**src/sv/rsn_pkg.sv**
```systemverilog
package rsn_pkg;

  localparam int BYTE_W      = 8;
  localparam int YEAR_W      = 15;
  localparam int BASE_W      = 14;
  localparam int TZ_W        = 5;
  localparam int Q_W         = 8;
  localparam int NUM_LANES   = 7;

  // lane order inside a snapshot
  localparam int LANE_SEC    = 0;
  localparam int LANE_MIN    = 1;
  localparam int LANE_HOUR   = 2;
  localparam int LANE_DAY    = 3;
  localparam int LANE_MON    = 4;
  localparam int LANE_YEAR   = 5;
  localparam int LANE_CEN    = 6;

  // status B bits
  localparam int SB_BIN_BIT  = 2;
  localparam int SB_24H_BIT  = 1;

  // configuration port
  localparam int CFG_DW      = 32;
  localparam int CFG_AW      = 4;
  localparam int CFG_IW      = CFG_AW - 2;

  typedef enum logic [CFG_IW-1:0] {
    REG_CENTURY = 2'd0,
    REG_TZ      = 2'd1,
    REG_BASE    = 2'd2
  } cfg_reg_t;

  localparam logic [BASE_W-1:0] BASE_YEAR_RST = 14'd2024;
  localparam int                CENTURY_SPAN  = 100;
  // floor(x / 100) == (x * 5243) >> 19 for every 14-bit x
  localparam int                DIV100_MUL    = 5243;
  localparam int                DIV100_SHIFT  = 19;
  localparam int                DIV_PROD_W    = DIV100_SHIFT + Q_W;
  localparam logic [Q_W-1:0]    BASE_Q_RST    = Q_W'(int'(BASE_YEAR_RST) / CENTURY_SPAN);

  typedef struct packed {
    logic load;
    logic bin_mode;
  } lane_ctl_t;

  typedef struct packed {
    logic              match;
    logic              h24;
    logic [BYTE_W-1:0] sec;
    logic [BYTE_W-1:0] min;
    logic [BYTE_W-1:0] hr;
    logic [BYTE_W-1:0] day;
    logic [BYTE_W-1:0] mon;
    logic [BYTE_W-1:0] yr;
    logic [BYTE_W-1:0] cen;
  } s1_t;

  typedef struct packed {
    logic              century_present;
    logic [TZ_W-1:0]   tz;
    logic [BASE_W-1:0] base_year;
    logic [Q_W-1:0]    base_q;
  } cfg_t;

endpackage

```
**src/sv/rsn_in_if.sv**
```systemverilog
interface rsn_in_if;
  import rsn_pkg::*;

  logic              valid;
  logic              ready;
  logic [BYTE_W-1:0] raw_second;
  logic [BYTE_W-1:0] raw_minute;
  logic [BYTE_W-1:0] raw_hour;
  logic [BYTE_W-1:0] raw_day;
  logic [BYTE_W-1:0] raw_month;
  logic [BYTE_W-1:0] raw_year;
  logic [BYTE_W-1:0] raw_century;
  logic [BYTE_W-1:0] status_b;
  logic              update_busy;

  modport source (
    output valid, raw_second, raw_minute, raw_hour, raw_day, raw_month, raw_year,
           raw_century, status_b, update_busy,
    input  ready
  );

  modport sink (
    input  valid, raw_second, raw_minute, raw_hour, raw_day, raw_month, raw_year,
           raw_century, status_b, update_busy,
    output ready
  );

endinterface

```
**src/sv/rsn_out_if.sv**
```systemverilog
interface rsn_out_if;
  import rsn_pkg::*;

  logic              valid;
  logic              ready;
  logic              stable;
  logic [BYTE_W-1:0] out_second;
  logic [BYTE_W-1:0] out_minute;
  logic [BYTE_W-1:0] out_hour;
  logic [BYTE_W-1:0] out_day;
  logic [BYTE_W-1:0] out_month;
  logic [YEAR_W-1:0] out_year;

  modport source (
    output valid, stable, out_second, out_minute, out_hour, out_day, out_month, out_year,
    input  ready
  );

  modport sink (
    input  valid, stable, out_second, out_minute, out_hour, out_day, out_month, out_year,
    output ready
  );

endinterface

```
**src/sv/rsn_lane.sv**
```systemverilog
module rsn_lane (
  input  logic                      clk,
  input  rsn_pkg::lane_ctl_t        ctl,
  input  logic                      hour_mode,
  input  logic [rsn_pkg::BYTE_W-1:0] raw,
  output logic                      eq,
  output logic [rsn_pkg::BYTE_W-1:0] dec
);
  import rsn_pkg::*;

  logic [BYTE_W-1:0] prev_r;
  logic [BYTE_W-1:0] tens;
  logic [BYTE_W-1:0] bcd_val;

  // hour byte keeps bit 7 (PM flag) out of the tens digit
  always_comb begin
    tens = hour_mode ? {5'd0, raw[6:4]} : {4'd0, raw[7:4]};
    bcd_val = BYTE_W'({4'd0, raw[3:0]} + tens * BYTE_W'(10));
    if (hour_mode) begin
      bcd_val = bcd_val | {raw[7], 7'd0};
    end
    dec = ctl.bin_mode ? raw : bcd_val;
  end

  assign eq = (prev_r == raw);

  always_ff @(posedge clk) begin
    if (ctl.load) begin
      prev_r <= raw;
    end
  end

endmodule

```
**src/sv/rsn_merge.sv**
```systemverilog
module rsn_merge (
  input  logic           clk,
  input  logic           rst_n,
  input  logic           s1_valid,
  input  rsn_pkg::s1_t   s1,
  input  rsn_pkg::cfg_t  cfg,
  output logic           s1_ready,
  rsn_out_if.source      out_ch
);
  import rsn_pkg::*;

  logic              out_valid_r;
  logic              stable_r;
  logic [BYTE_W-1:0] sec_r, min_r, hr_r, day_r, mon_r;
  logic [YEAR_W-1:0] year_r;

  logic [BYTE_W-1:0] hr_12;
  logic [BYTE_W-1:0] hr_24;
  logic [BYTE_W-1:0] hr_fin;
  logic [YEAR_W-1:0] cen_term;
  logic [YEAR_W-1:0] floor_year;
  logic [YEAR_W-1:0] win_year;
  logic [YEAR_W-1:0] win_fix;
  logic [YEAR_W-1:0] year_fin;

  // x stays below 140 here
  function automatic logic [BYTE_W-1:0] mod24(input logic [BYTE_W-1:0] x);
    logic [BYTE_W-1:0] r;
    if (x >= 8'd120) r = x - 8'd120;
    else if (x >= 8'd96) r = x - 8'd96;
    else if (x >= 8'd72) r = x - 8'd72;
    else if (x >= 8'd48) r = x - 8'd48;
    else if (x >= 8'd24) r = x - 8'd24;
    else r = x;
    return r;
  endfunction

  always_comb begin
    hr_12 = {1'b0, s1.hr[6:0]} + 8'd12;
    hr_24 = (!s1.h24 && s1.hr[7]) ? mod24(hr_12) : s1.hr;
    hr_fin = hr_24 + {3'd0, cfg.tz};

    cen_term   = YEAR_W'(s1.cen) * YEAR_W'(CENTURY_SPAN);
    floor_year = YEAR_W'(cfg.base_q) * YEAR_W'(CENTURY_SPAN);
    win_year   = floor_year + YEAR_W'(s1.yr);
    win_fix    = (win_year < YEAR_W'(cfg.base_year)) ? win_year + YEAR_W'(CENTURY_SPAN)
                                                     : win_year;
    year_fin   = cfg.century_present ? cen_term + YEAR_W'(s1.yr) : win_fix;
  end

  assign s1_ready = !out_valid_r || out_ch.ready;

  always_ff @(posedge clk) begin
    if (!rst_n) begin
      out_valid_r <= 1'b0;
    end else if (s1_ready) begin
      out_valid_r <= s1_valid;
    end
  end

  always_ff @(posedge clk) begin
    if (s1_valid && s1_ready) begin
      stable_r <= s1.match;
      sec_r    <= s1.match ? s1.sec : '0;
      min_r    <= s1.match ? s1.min : '0;
      hr_r     <= s1.match ? hr_fin : '0;
      day_r    <= s1.match ? s1.day : '0;
      mon_r    <= s1.match ? s1.mon : '0;
      year_r   <= s1.match ? year_fin : '0;
    end
  end

  assign out_ch.valid      = out_valid_r;
  assign out_ch.stable     = stable_r;
  assign out_ch.out_second = sec_r;
  assign out_ch.out_minute = min_r;
  assign out_ch.out_hour   = hr_r;
  assign out_ch.out_day    = day_r;
  assign out_ch.out_month  = mon_r;
  assign out_ch.out_year   = year_r;

endmodule

```
**src/sv/rtc_snapshot_normalizer.sv**
```systemverilog
// Reads the raw clock registers one snapshot per item and reports a normalized time once two
// consecutive non-busy snapshots agree. Every accepted item gives exactly one result; only the
// matching one has stable set, all others (busy, first, or differing) come out as zeros. The
// block takes one item per clock unless the output stalls: seven byte lanes compare against the
// held snapshot and do the BCD decode in the accept cycle into a stage-1 register, and a merge
// stage does the 12/24-hour fix, timezone add and year completion into the output register.
// Registers: 0x0 century_present, 0x4 tz_offset_hours, 0x8 base_year (reset 2024).
module rtc_snapshot_normalizer (
  input  logic                       clk,
  input  logic                       rst_n,
  rsn_in_if.sink                     in_ch,
  rsn_out_if.source                  out_ch,
  input  logic                       cfg_psel,
  input  logic                       cfg_penable,
  input  logic                       cfg_pwrite,
  input  logic [rsn_pkg::CFG_AW-1:0] cfg_paddr,
  input  logic [rsn_pkg::CFG_DW-1:0] cfg_pwdata,
  output logic [rsn_pkg::CFG_DW-1:0] cfg_prdata,
  output logic                       cfg_pready
);
  import rsn_pkg::*;

  logic              century_present_r;
  logic [TZ_W-1:0]   tz_r;
  logic [BASE_W-1:0] base_year_r;
  logic [Q_W-1:0]    base_q_r;

  logic                  cfg_wr;
  cfg_reg_t              cfg_idx;
  logic [DIV_PROD_W-1:0] div_prod;
  logic [Q_W-1:0]        base_q_nxt;
  cfg_t                  cfg;

  logic              have_prev_r;
  logic              have_prev_nxt;
  logic              s1_valid_r;
  logic              s1_valid_nxt;
  s1_t               s1_r;
  logic              s1_ready;
  logic              in_fire;
  logic              match;
  lane_ctl_t         lane_ctl;
  logic [BYTE_W-1:0] lane_raw [NUM_LANES];
  logic [BYTE_W-1:0] lane_dec [NUM_LANES];
  logic [NUM_LANES-1:0] lane_eq;

  // ---------------- configuration ----------------
  assign cfg_wr     = cfg_psel && cfg_penable && cfg_pwrite;
  assign cfg_idx    = cfg_reg_t'(cfg_paddr[CFG_AW-1:2]);
  assign cfg_pready = 1'b1;
  assign div_prod   = DIV_PROD_W'(cfg_pwdata[BASE_W-1:0]) * DIV_PROD_W'(DIV100_MUL);
  assign base_q_nxt = div_prod[DIV_PROD_W-1:DIV100_SHIFT];

  always_ff @(posedge clk) begin
    if (!rst_n) begin
      century_present_r <= 1'b0;
      tz_r              <= '0;
      base_year_r       <= BASE_YEAR_RST;
      base_q_r          <= BASE_Q_RST;
    end else if (cfg_wr) begin
      case (cfg_idx)
        REG_CENTURY: century_present_r <= cfg_pwdata[0];
        REG_TZ:      tz_r              <= cfg_pwdata[TZ_W-1:0];
        REG_BASE: begin
          base_year_r <= cfg_pwdata[BASE_W-1:0];
          base_q_r    <= base_q_nxt;
        end
        default: ;
      endcase
    end
  end

  always_comb begin
    case (cfg_idx)
      REG_CENTURY: cfg_prdata = CFG_DW'(century_present_r);
      REG_TZ:      cfg_prdata = CFG_DW'(tz_r);
      REG_BASE:    cfg_prdata = CFG_DW'(base_year_r);
      default:     cfg_prdata = '0;
    endcase
  end

  assign cfg.century_present = century_present_r;
  assign cfg.tz              = tz_r;
  assign cfg.base_year       = base_year_r;
  assign cfg.base_q          = base_q_r;

  // ---------------- lanes ----------------
  assign lane_raw[LANE_SEC]  = in_ch.raw_second;
  assign lane_raw[LANE_MIN]  = in_ch.raw_minute;
  assign lane_raw[LANE_HOUR] = in_ch.raw_hour;
  assign lane_raw[LANE_DAY]  = in_ch.raw_day;
  assign lane_raw[LANE_MON]  = in_ch.raw_month;
  assign lane_raw[LANE_YEAR] = in_ch.raw_year;
  assign lane_raw[LANE_CEN]  = century_present_r ? in_ch.raw_century : '0;

  assign in_ch.ready = !s1_valid_r || s1_ready;
  assign in_fire     = in_ch.valid && in_ch.ready;
  assign match       = !in_ch.update_busy && have_prev_r && (&lane_eq);

  assign lane_ctl.load     = in_fire && !in_ch.update_busy && !match;
  assign lane_ctl.bin_mode = in_ch.status_b[SB_BIN_BIT];

  for (genvar i = 0; i < NUM_LANES; i++) begin : g_lane
    rsn_lane u_lane (
      .clk       (clk),
      .ctl       (lane_ctl),
      .hour_mode (i == LANE_HOUR),
      .raw       (lane_raw[i]),
      .eq        (lane_eq[i]),
      .dec       (lane_dec[i])
    );
  end

  // ---------------- stage 1 ----------------
  always_comb begin
    have_prev_nxt = have_prev_r;
    if (in_fire && !in_ch.update_busy) begin
      have_prev_nxt = !match;
    end
    s1_valid_nxt = in_fire || (s1_valid_r && !s1_ready);
  end

  always_ff @(posedge clk) begin
    if (!rst_n) begin
      have_prev_r <= 1'b0;
      s1_valid_r  <= 1'b0;
    end else begin
      have_prev_r <= have_prev_nxt;
      s1_valid_r  <= s1_valid_nxt;
    end
  end

  always_ff @(posedge clk) begin
    if (in_fire) begin
      s1_r.match <= match;
      s1_r.h24   <= in_ch.status_b[SB_24H_BIT];
      s1_r.sec   <= lane_dec[LANE_SEC];
      s1_r.min   <= lane_dec[LANE_MIN];
      s1_r.hr    <= lane_dec[LANE_HOUR];
      s1_r.day   <= lane_dec[LANE_DAY];
      s1_r.mon   <= lane_dec[LANE_MON];
      s1_r.yr    <= lane_dec[LANE_YEAR];
      s1_r.cen   <= lane_dec[LANE_CEN];
    end
  end

  rsn_merge u_merge (
    .clk      (clk),
    .rst_n    (rst_n),
    .s1_valid (s1_valid_r),
    .s1       (s1_r),
    .cfg      (cfg),
    .s1_ready (s1_ready),
    .out_ch   (out_ch)
  );

`ifndef SYNTHESIS
  a_match_clears_store: assert property (@(posedge clk) disable iff (!rst_n)
    (in_fire && match) |=> !have_prev_r)
    else $error("store not cleared after a matching item");

  a_busy_keeps_store: assert property (@(posedge clk) disable iff (!rst_n)
    (in_fire && in_ch.update_busy) |=> $stable(have_prev_r))
    else $error("busy item changed the store");

  a_match_needs_prev: assert property (@(posedge clk) disable iff (!rst_n)
    (in_fire && match) |-> (have_prev_r && !lane_ctl.load))
    else $error("match without a held snapshot");

  a_s1_holds_on_stall: assert property (@(posedge clk) disable iff (!rst_n)
    (s1_valid_r && !s1_ready) |=> (s1_valid_r && $stable(s1_r)))
    else $error("stage 1 item lost while stalled");
`endif

endmodule

```
**src/flat_wrapper.sv**
```systemverilog
// flat-port wrapper written by rule: the top's interface ports become plain ports
module rtc_snapshot_normalizer_flat import rsn_pkg::*;
  (clk, rst_n, cfg_psel, cfg_penable, cfg_pwrite, cfg_paddr, cfg_pwdata, cfg_prdata, cfg_pready, in_ch_valid, in_ch_raw_second, in_ch_raw_minute, in_ch_raw_hour, in_ch_raw_day, in_ch_raw_month, in_ch_raw_year, in_ch_raw_century, in_ch_status_b, in_ch_update_busy, in_ch_ready, out_ch_valid, out_ch_stable, out_ch_out_second, out_ch_out_minute, out_ch_out_hour, out_ch_out_day, out_ch_out_month, out_ch_out_year, out_ch_ready);
  rsn_in_if in_ch_i ();
  rsn_out_if out_ch_i ();
  input  logic clk;
  input  logic rst_n;
  input  logic cfg_psel;
  input  logic cfg_penable;
  input  logic cfg_pwrite;
  input  logic [rsn_pkg::CFG_AW-1:0] cfg_paddr;
  input  logic [rsn_pkg::CFG_DW-1:0] cfg_pwdata;
  output logic [rsn_pkg::CFG_DW-1:0] cfg_prdata;
  output logic cfg_pready;
  input wire logic [$bits(in_ch_i.valid)-1:0] in_ch_valid;
  input wire logic [$bits(in_ch_i.raw_second)-1:0] in_ch_raw_second;
  input wire logic [$bits(in_ch_i.raw_minute)-1:0] in_ch_raw_minute;
  input wire logic [$bits(in_ch_i.raw_hour)-1:0] in_ch_raw_hour;
  input wire logic [$bits(in_ch_i.raw_day)-1:0] in_ch_raw_day;
  input wire logic [$bits(in_ch_i.raw_month)-1:0] in_ch_raw_month;
  input wire logic [$bits(in_ch_i.raw_year)-1:0] in_ch_raw_year;
  input wire logic [$bits(in_ch_i.raw_century)-1:0] in_ch_raw_century;
  input wire logic [$bits(in_ch_i.status_b)-1:0] in_ch_status_b;
  input wire logic [$bits(in_ch_i.update_busy)-1:0] in_ch_update_busy;
  output wire logic [$bits(in_ch_i.ready)-1:0] in_ch_ready;
  output wire logic [$bits(out_ch_i.valid)-1:0] out_ch_valid;
  output wire logic [$bits(out_ch_i.stable)-1:0] out_ch_stable;
  output wire logic [$bits(out_ch_i.out_second)-1:0] out_ch_out_second;
  output wire logic [$bits(out_ch_i.out_minute)-1:0] out_ch_out_minute;
  output wire logic [$bits(out_ch_i.out_hour)-1:0] out_ch_out_hour;
  output wire logic [$bits(out_ch_i.out_day)-1:0] out_ch_out_day;
  output wire logic [$bits(out_ch_i.out_month)-1:0] out_ch_out_month;
  output wire logic [$bits(out_ch_i.out_year)-1:0] out_ch_out_year;
  input wire logic [$bits(out_ch_i.ready)-1:0] out_ch_ready;
  assign in_ch_i.valid = in_ch_valid;
  assign in_ch_i.raw_second = in_ch_raw_second;
  assign in_ch_i.raw_minute = in_ch_raw_minute;
  assign in_ch_i.raw_hour = in_ch_raw_hour;
  assign in_ch_i.raw_day = in_ch_raw_day;
  assign in_ch_i.raw_month = in_ch_raw_month;
  assign in_ch_i.raw_year = in_ch_raw_year;
  assign in_ch_i.raw_century = in_ch_raw_century;
  assign in_ch_i.status_b = in_ch_status_b;
  assign in_ch_i.update_busy = in_ch_update_busy;
  assign in_ch_ready = in_ch_i.ready;
  assign out_ch_valid = out_ch_i.valid;
  assign out_ch_stable = out_ch_i.stable;
  assign out_ch_out_second = out_ch_i.out_second;
  assign out_ch_out_minute = out_ch_i.out_minute;
  assign out_ch_out_hour = out_ch_i.out_hour;
  assign out_ch_out_day = out_ch_i.out_day;
  assign out_ch_out_month = out_ch_i.out_month;
  assign out_ch_out_year = out_ch_i.out_year;
  assign out_ch_i.ready = out_ch_ready;
  rtc_snapshot_normalizer u_core (.clk(clk), .rst_n(rst_n), .in_ch(in_ch_i), .out_ch(out_ch_i), .cfg_psel(cfg_psel), .cfg_penable(cfg_penable), .cfg_pwrite(cfg_pwrite), .cfg_paddr(cfg_paddr), .cfg_pwdata(cfg_pwdata), .cfg_prdata(cfg_prdata), .cfg_pready(cfg_pready));
endmodule
```
**config.mk**
```make
export PLATFORM = sky130hd
export DESIGN_NAME = rtc_snapshot_normalizer_flat
export DESIGN_NICKNAME = d
export VERILOG_FILES = /design/src/sv/rsn_pkg.sv /design/src/sv/rsn_in_if.sv /design/src/sv/rsn_out_if.sv /design/src/sv/rsn_lane.sv /design/src/sv/rsn_merge.sv /design/src/sv/rtc_snapshot_normalizer.sv /design/src/flat_wrapper.sv
export SDC_FILE = /design/constraint.sdc
export NUM_CORES = 1
export LEC_CHECK = 0
export BUFFER_PORTS_ARGS = -buffer_cell sky130_fd_sc_hd__buf_2
export CELL_PAD_IN_SITES_DETAIL_PLACEMENT = 1
export CELL_PAD_IN_SITES_GLOBAL_PLACEMENT = 2
export CORE_ASPECT_RATIO = 2
export CORE_MARGIN = 4
export CORE_UTILIZATION = 35
export DETAILED_ROUTE_END_ITERATION = 8
export PLACE_DENSITY_LB_ADDON = 0.1
export SETUP_SLACK_MARGIN = 0.02
export SYNTH_ARGS = -nofsm -noshare
export SYNTH_HDL_FRONTEND = slang
export SYNTH_SLANG_ARGS = --single-unit
```
**constraint.sdc**
```tcl
create_clock -name clk -period 4.3 [get_ports clk]
set_input_delay 0 -clock clk [delete_from_list [all_inputs] [get_ports clk]]
set_output_delay 0 -clock clk [all_outputs]
set_load 0.01 [all_outputs]
```
* Word level (Yosys, flattened, before mapping)
Index checks and enable logic that the tools add are counted.
** Operators by class
- $add $sub $neg :: 17
- Bitwise gates (word level) :: 1
- Multiplexer cells :: 17
- $mul :: 10
- Equality and inequality tests :: 9
- Order comparisons :: 6
- Reduce and logical (&&, ||, !) cells :: 24
** Operators by type and width (number)
- 8-bit 2-to-1 mux :: 14
- 8-bit == test :: 7
- 4-bit by 8-bit adder with 8-bit output :: 6
- 4-bit by 3-bit multiplier with 7-bit output, second input constant :: 6
- 14-bit one-hot mux with 3 select lines :: 1
- 15-bit by 8-bit adder with 15-bit output :: 2
- 15-bit 2-to-1 mux :: 2
- 14-bit by 13-bit multiplier with 27-bit output, second input constant :: 1
- 8-bit by 5-bit multiplier with 13-bit output, second input constant :: 2
- 8-bit by 7-bit greater-or-equal comparator with 1-bit output, second input constant :: 3
- 8-bit by 7-bit subtractor with 8-bit output, second input constant :: 3
- 15-bit by 7-bit adder with 15-bit output, second input constant :: 1
- 15-bit by 14-bit < comparator with 1-bit output :: 1
- 1-bit logical AND :: 10
- 4-bit by 7-bit adder with 8-bit output :: 1
- 7-bit by 4-bit adder with 8-bit output, second input constant :: 1
- 8-bit by 5-bit adder with 8-bit output :: 1
- 8-bit by 5-bit greater-or-equal comparator with 1-bit output, second input constant :: 1
- 8-bit by 6-bit greater-or-equal comparator with 1-bit output, second input constant :: 1
- 8-bit bitwise OR :: 1
- 8-bit by 5-bit subtractor with 8-bit output, second input constant :: 1
- 8-bit by 6-bit subtractor with 8-bit output, second input constant :: 1
- 7-bit AND reduction :: 1
- 1-bit zero test :: 6
- other kinds (6) :: 10
** Word-level totals
- Register bits :: 201
- Logic and storage cells :: 114
- Input port bits :: 108
- Output and inout port bits :: 91

* Logic depth before layout (Yosys ltp)
- Depth after elaboration :: 9
- Gate-level depth with buffers :: 21
- Mapped depth without buffers :: 21

* By module
A second synthesis with hierarchy kept.
** Unflattened totals
- Cell total of the unflattened synthesis :: 1651
- Area total of the unflattened synthesis :: 17471.8 um^2
** By module, submodules not included
- rtc_snapshot_normalizer :: times used 1, cells an instance 586, area each 6702.7 um^2, sequential area each 2342.2 um^2
- rsn_merge :: times used 1, cells an instance 610, area each 5873.1 um^2, sequential area each 1701.6 um^2
- rsn_lane :: times used 7, cells an instance 65, area each 699.4 um^2, sequential area each 240.2 um^2

* Worst setup path after synthesis
OpenSTA, ideal clock, no wires.
- Kind :: register -> register
- Start :: register u_core.base_q_r[1]
- End :: register u_core.u_merge.year_r[5] (netlist: u_core.u_merge.out_ch.out_year[5]), data pin
- Setup slack :: -0.448 ns
- Setup time :: 0.261 ns
- Buffers on the path :: 0
- Period minus slack after synthesis :: 4.748 ns
- Data arrival time :: 4.487 ns
- Data required time :: 4.039 ns
- Cell stages (with the launch flop) :: 22
- Cells stage by stage :: dfxtp_1 > ha_1 > ha_1 > ha_1 > inv_1 > fa_1 > inv_1 > ha_1 > o21a_1 > a21oi_1 > nor2b_1 > nand3_1 > xor2_1 > inv_1 > ha_1 > nand2_1 > o21ai_0 > a21oi_1 > maj3_4 > o21ai_4 > nor3_1 > o311a_1
** On the way
- Longest elaborated chain between the ends :: 5
- Elaborated cells between the ends (all ways) :: 6
- Those cells by class :: 2 x add/sub; 1 x mul; 1 x order compare; 2 x mux
** Ends and longest elaborated chain
- start, declared :: RTL line rtc_snapshot_normalizer.sv:26 : logic [Q_W-1:0] base_q_r;
- start signal, assigned :: RTL line rtc_snapshot_normalizer.sv:66 : base_q_r <= base_q_nxt;
- 8-bit by 5-bit multiplier with 13-bit output * :: RTL line rsn_merge.sv:44 : floor_year = YEAR_W'(cfg.base_q) * YEAR_W'(CENTURY_SPAN);
- 15-bit by 8-bit adder with 15-bit output * :: RTL line rsn_merge.sv:45 : win_year = floor_year + YEAR_W'(s1.yr);
- 15-bit by 7-bit adder with 15-bit output or 15-bit by 14-bit < comparator with 1-bit output (tied branches) :: RTL line rsn_merge.sv:46 : win_fix = (win_year < YEAR_W'(cfg.base_year)) ? win_year + YEAR_W'(CENTURY_SPAN)
- 15-bit 2-to-1 mux * :: RTL line rsn_merge.sv:46
- 15-bit 2-to-1 mux * :: RTL line rsn_merge.sv:48 : year_fin = cfg.century_present ? cen_term + YEAR_W'(s1.yr) : win_fix;
- end signal, assigned :: RTL line rsn_merge.sv:69 : year_r <= s1.match ? year_fin : '0;
- end, declared :: RTL line rsn_merge.sv:15 : logic [YEAR_W-1:0] year_r;
Every way passes the cells marked *; elsewhere a longest branch is shown, timed or not.
A chain may end at the register's enable or synchronous reset.

* Worst setup path in the final report
- Start :: register u_core.base_q_r[3]
- End :: register u_core.u_merge.year_r[5] (netlist: u_core.u_merge.out_ch.out_year[5]), data pin
The elaborated chain is that of the path after synthesis.

==> flow_metrics.tcl <==
set metrics [dict create \
    antenna_found_initial 1 \
    clockBufferDepth 3 \
    syn_area_per_cell_sq_um 10.5 \
    dieHeight_um 318 \
    dr.pass1.iters 4 \
    hold_viol_final 0 \
    area_growth_pct 26.5 \
    synthCells 1598 \
    max_freq_ghz 0.211 \
    relSlewSlack_pct 30.0 \
    io_pins 199 \
    cp.arrival_ns 5.02 \
    syn_area_sq_um 16800 \
    pre_cts_ws_ns -0.736 \
    rsz0062_at_grt "true" \
    grtUsageMet1_pct 20.2 \
    yosysWarnings 0 \
    synthFlopType "edfxtp_1" \
    drv_cap 0 \
    period_share_pct 110 \
    cts_tree "built" \
    worstSkewPairLatency_ns 0.54 \
    failed_checks "negative setup slack" \
    clk_pin_slew_ns 0.07 \
    grt_pass1_vias 14800 \
    via_per_inst 4.96 \
    use_met2_pct 42.8 \
    outcome "complete, but fails checks" \
    port_buffers 153 \
    top_usage_layer "met2" \
    die-area_sq_um 51800 \
    yosys_register_bits 201 \
    die_w_um 163 \
    grtUsageTotal_pct 20.6 \
    final_common_cell "ha_1" \
    numCtsBuffers 23 \
    use_met3_pct 2.11 \
    grt-ovfl-total 0 \
    grt_pass1_wl_um 82200 \
    drive_above_1_share_pct 21.3 \
    drc_errors 0 \
    setup_slack_ns -0.436 \
    grt_max_degree 57 \
    cellPowerDensity_nw_per_um2 422 \
    cts.sinks 201 \
    cp_max_fo 8 \
    synth-edff-count 170 \
    start_util_pct 35.4 \
    postRouteAntennaNets 0 \
    path_class "reg -> reg" \
    drt-wirelength-per-cell_um 20.4 \
    drtIter0Drc 452 \
    finalSetupViolations 13 \
    clock-root-buffer "clkbuf_16" \
    required_ns 4.59 \
    core_sq_um 47500 \
    rows 113 \
    slew_violations 0 \
    startpoint_type "flop" \
    end_kind "flop" \
    vias 13000 \
    irDropWorstVdd_v 0.000275 \
    clock_skew_ns 0.0202 \
    gp_congestion 0.858 \
    synth-seq-area-share_pct 34.1 \
    h-tree-depth 1 \
    final_cell_mix "232 x ha_1, 212 x inv_1, 170 x edfxtp_1" \
    hold_path.class "in -> reg" \
    hpwl_um 43100 \
    synth_cell_types 79 \
    min_period_ns 4.74 \
    nets 2400 \
    wl_um 53200 \
    fillers 5366 \
    final_util_pct 44.8 \
    p_leak_nw 9.77 \
    synth_async_sr_flop_share_pct 0 \
    worst_pin_slew_ns 1.05 \
]
[stage by stage]
stage / power [mW] / instance area (sq um) / hold WS [ns] / std cells / TNS, ns
2_1_floorplan: 4.81 / 16900 / 0.0989 / 1615 / -1.73
3_3_place_gp: 6.29 / 19200 / 0.183 / 2476 / -12.09
3_5_place_dp: 6.34 / 19200 / 0.182 / 2476 / -13.07
4_1_cts: 8.85 / 21000 / 0.0312 / 2602 / -4.77
5_1_grt: 9.69 / 21300 / 0.0753 / 2609 / -6.69
6_report: 8.98 / 21300 / 0.0624 / 2610 / -4.58
[state kept, by name, indices dropped and copies added, names as in the netlist]
| signal | count |
|---|---|
| u_core.base_q_r | 8 |
| u_core.base_year_r | 14 |
| u_core.century_present_r | 1 |
| u_core.g_lane.u_lane.prev_r | 56 |
| u_core.have_prev_r | 1 |
| u_core.s1_r | 58 |
| u_core.s1_valid_r | 1 |
| u_core.tz_r | 5 |
| u_core.u_merge.out_ch.out_day | 8 |
| u_core.u_merge.out_ch.out_hour | 8 |
| u_core.u_merge.out_ch.out_minute | 8 |
| u_core.u_merge.out_ch.out_month | 8 |
| u_core.u_merge.out_ch.out_second | 8 |
| u_core.u_merge.out_ch.out_year | 15 |
| u_core.u_merge.out_ch.stable | 1 |
| u_core.u_merge.out_ch.valid | 1 |
[logic make-up (layout without fill, tap and decap cells)]
logic type | Yosys count | in the layout | synth area share (%)
AO/OA/AOI/OAI | 293 | 293 | 11.5
XOR/XNOR | 129 | 129 | 6.92
adder cells (fa/ha/maj) | 332 | 332 | 28.5
buffers and inverters | 269 | 631 | 6.43
flip-flops | 201 | 201 | 34.1
multiplexers | 28 | 28 | 1.75
other | 2 | 20 | 0.0447
AND/OR/NAND/NOR | 344 | 344 | 10.8
[routing by layer]
layer,routed length (um),share of wire [%]
met1,18400,35
met2,31300,59
met3,1520,2.9
met4,2020,3.8
met5,0,0
[cell usage after synthesis (26+ instances only)]
cell,instances,share of area (%)
ha_1,246,18
clkbuf_1,26,0.58
inv_1,220,4.9
a21oi_1,51,1.5
xnor2_1,62,3.2
o21ai_0,90,2.7
edfxtp_1,170,30
fa_1,85,10
nand2_1,99,2.2
nor2b_1,40,1.5
xor2_1,64,3.3
dfxtp_1,31,3.7
nor2_1,49,1.1
and2_1,59,2.2
[power breakdown]
part | internal, mW | total [mW] | switching, mW
Combinational | 2.11 | 4.42 | 2.31
Clock | 1.35 | 2.24 | 0.894
Sequential | 2.26 | 2.32 | 0.0595
Total | 5.72 | 8.98 | 3.26
[critical path, stage by stage (launching register included)]
cell and delay (ns):
dfxtp_2 0.33, ha_1 0.29, ha_1 0.28, inv_1 0.05, fa_1 0.51, inv_1 0.06
ha_4 0.23, a21o_1 0.20, a221oi_4 0.35, xnor2_2 0.21, xor2_2 0.21, inv_2 0.09
ha_4 0.29, nand3_2 0.05, nor2_1 0.10, a21oi_1 0.08, maj3_4 0.40, o21ai_4 0.31
nor3_2 0.07, o311a_1 0.35
[path summary, 6_finish.rpt]
check	slack [ns]	end	depth (start not counted)	from
worst max-delay path	-0.44	u_core.u_merge.out_ch.out_year[5]	19	u_core.base_q_r[3]
worst min-delay path	0.06	u_core.base_year_r[0]	5	cfg_pwdata[0]
worst max register to register	-0.44	u_core.u_merge.out_ch.out_year[5]	19	u_core.base_q_r[3]
worst min register to register	0.49	u_core.base_year_r[13]	2	u_core.base_year_r[13]
[final cells by class]
class | count | area [sq um] | share of cell area [%]
Clock inverter | 17 | 255 | 1.20
Clock buffer | 24 | 579 | 2.72
Antenna cell | 1 | 2.50 | 0.0118
Timing Repair Buffer | 368 | 2590 | 12.2
Multi-Input combinational cell | 1145 | 10500 | 49.3
Sequential cell | 201 | 5730 | 27.0
Inverter | 222 | 833 | 3.92
Tap cell | 632 | 791 | 3.72
[timing repair]
action	in CTS	in global routing
hold endpoints to repair	124	0
pin swaps	22	41
setup endpoints to repair	19	24
setup buffers	10	7
gates resized for setup	26	43
hold buffers	75	0
cloned	0	0
Note: power is estimated with default switching activity, not from simulation.
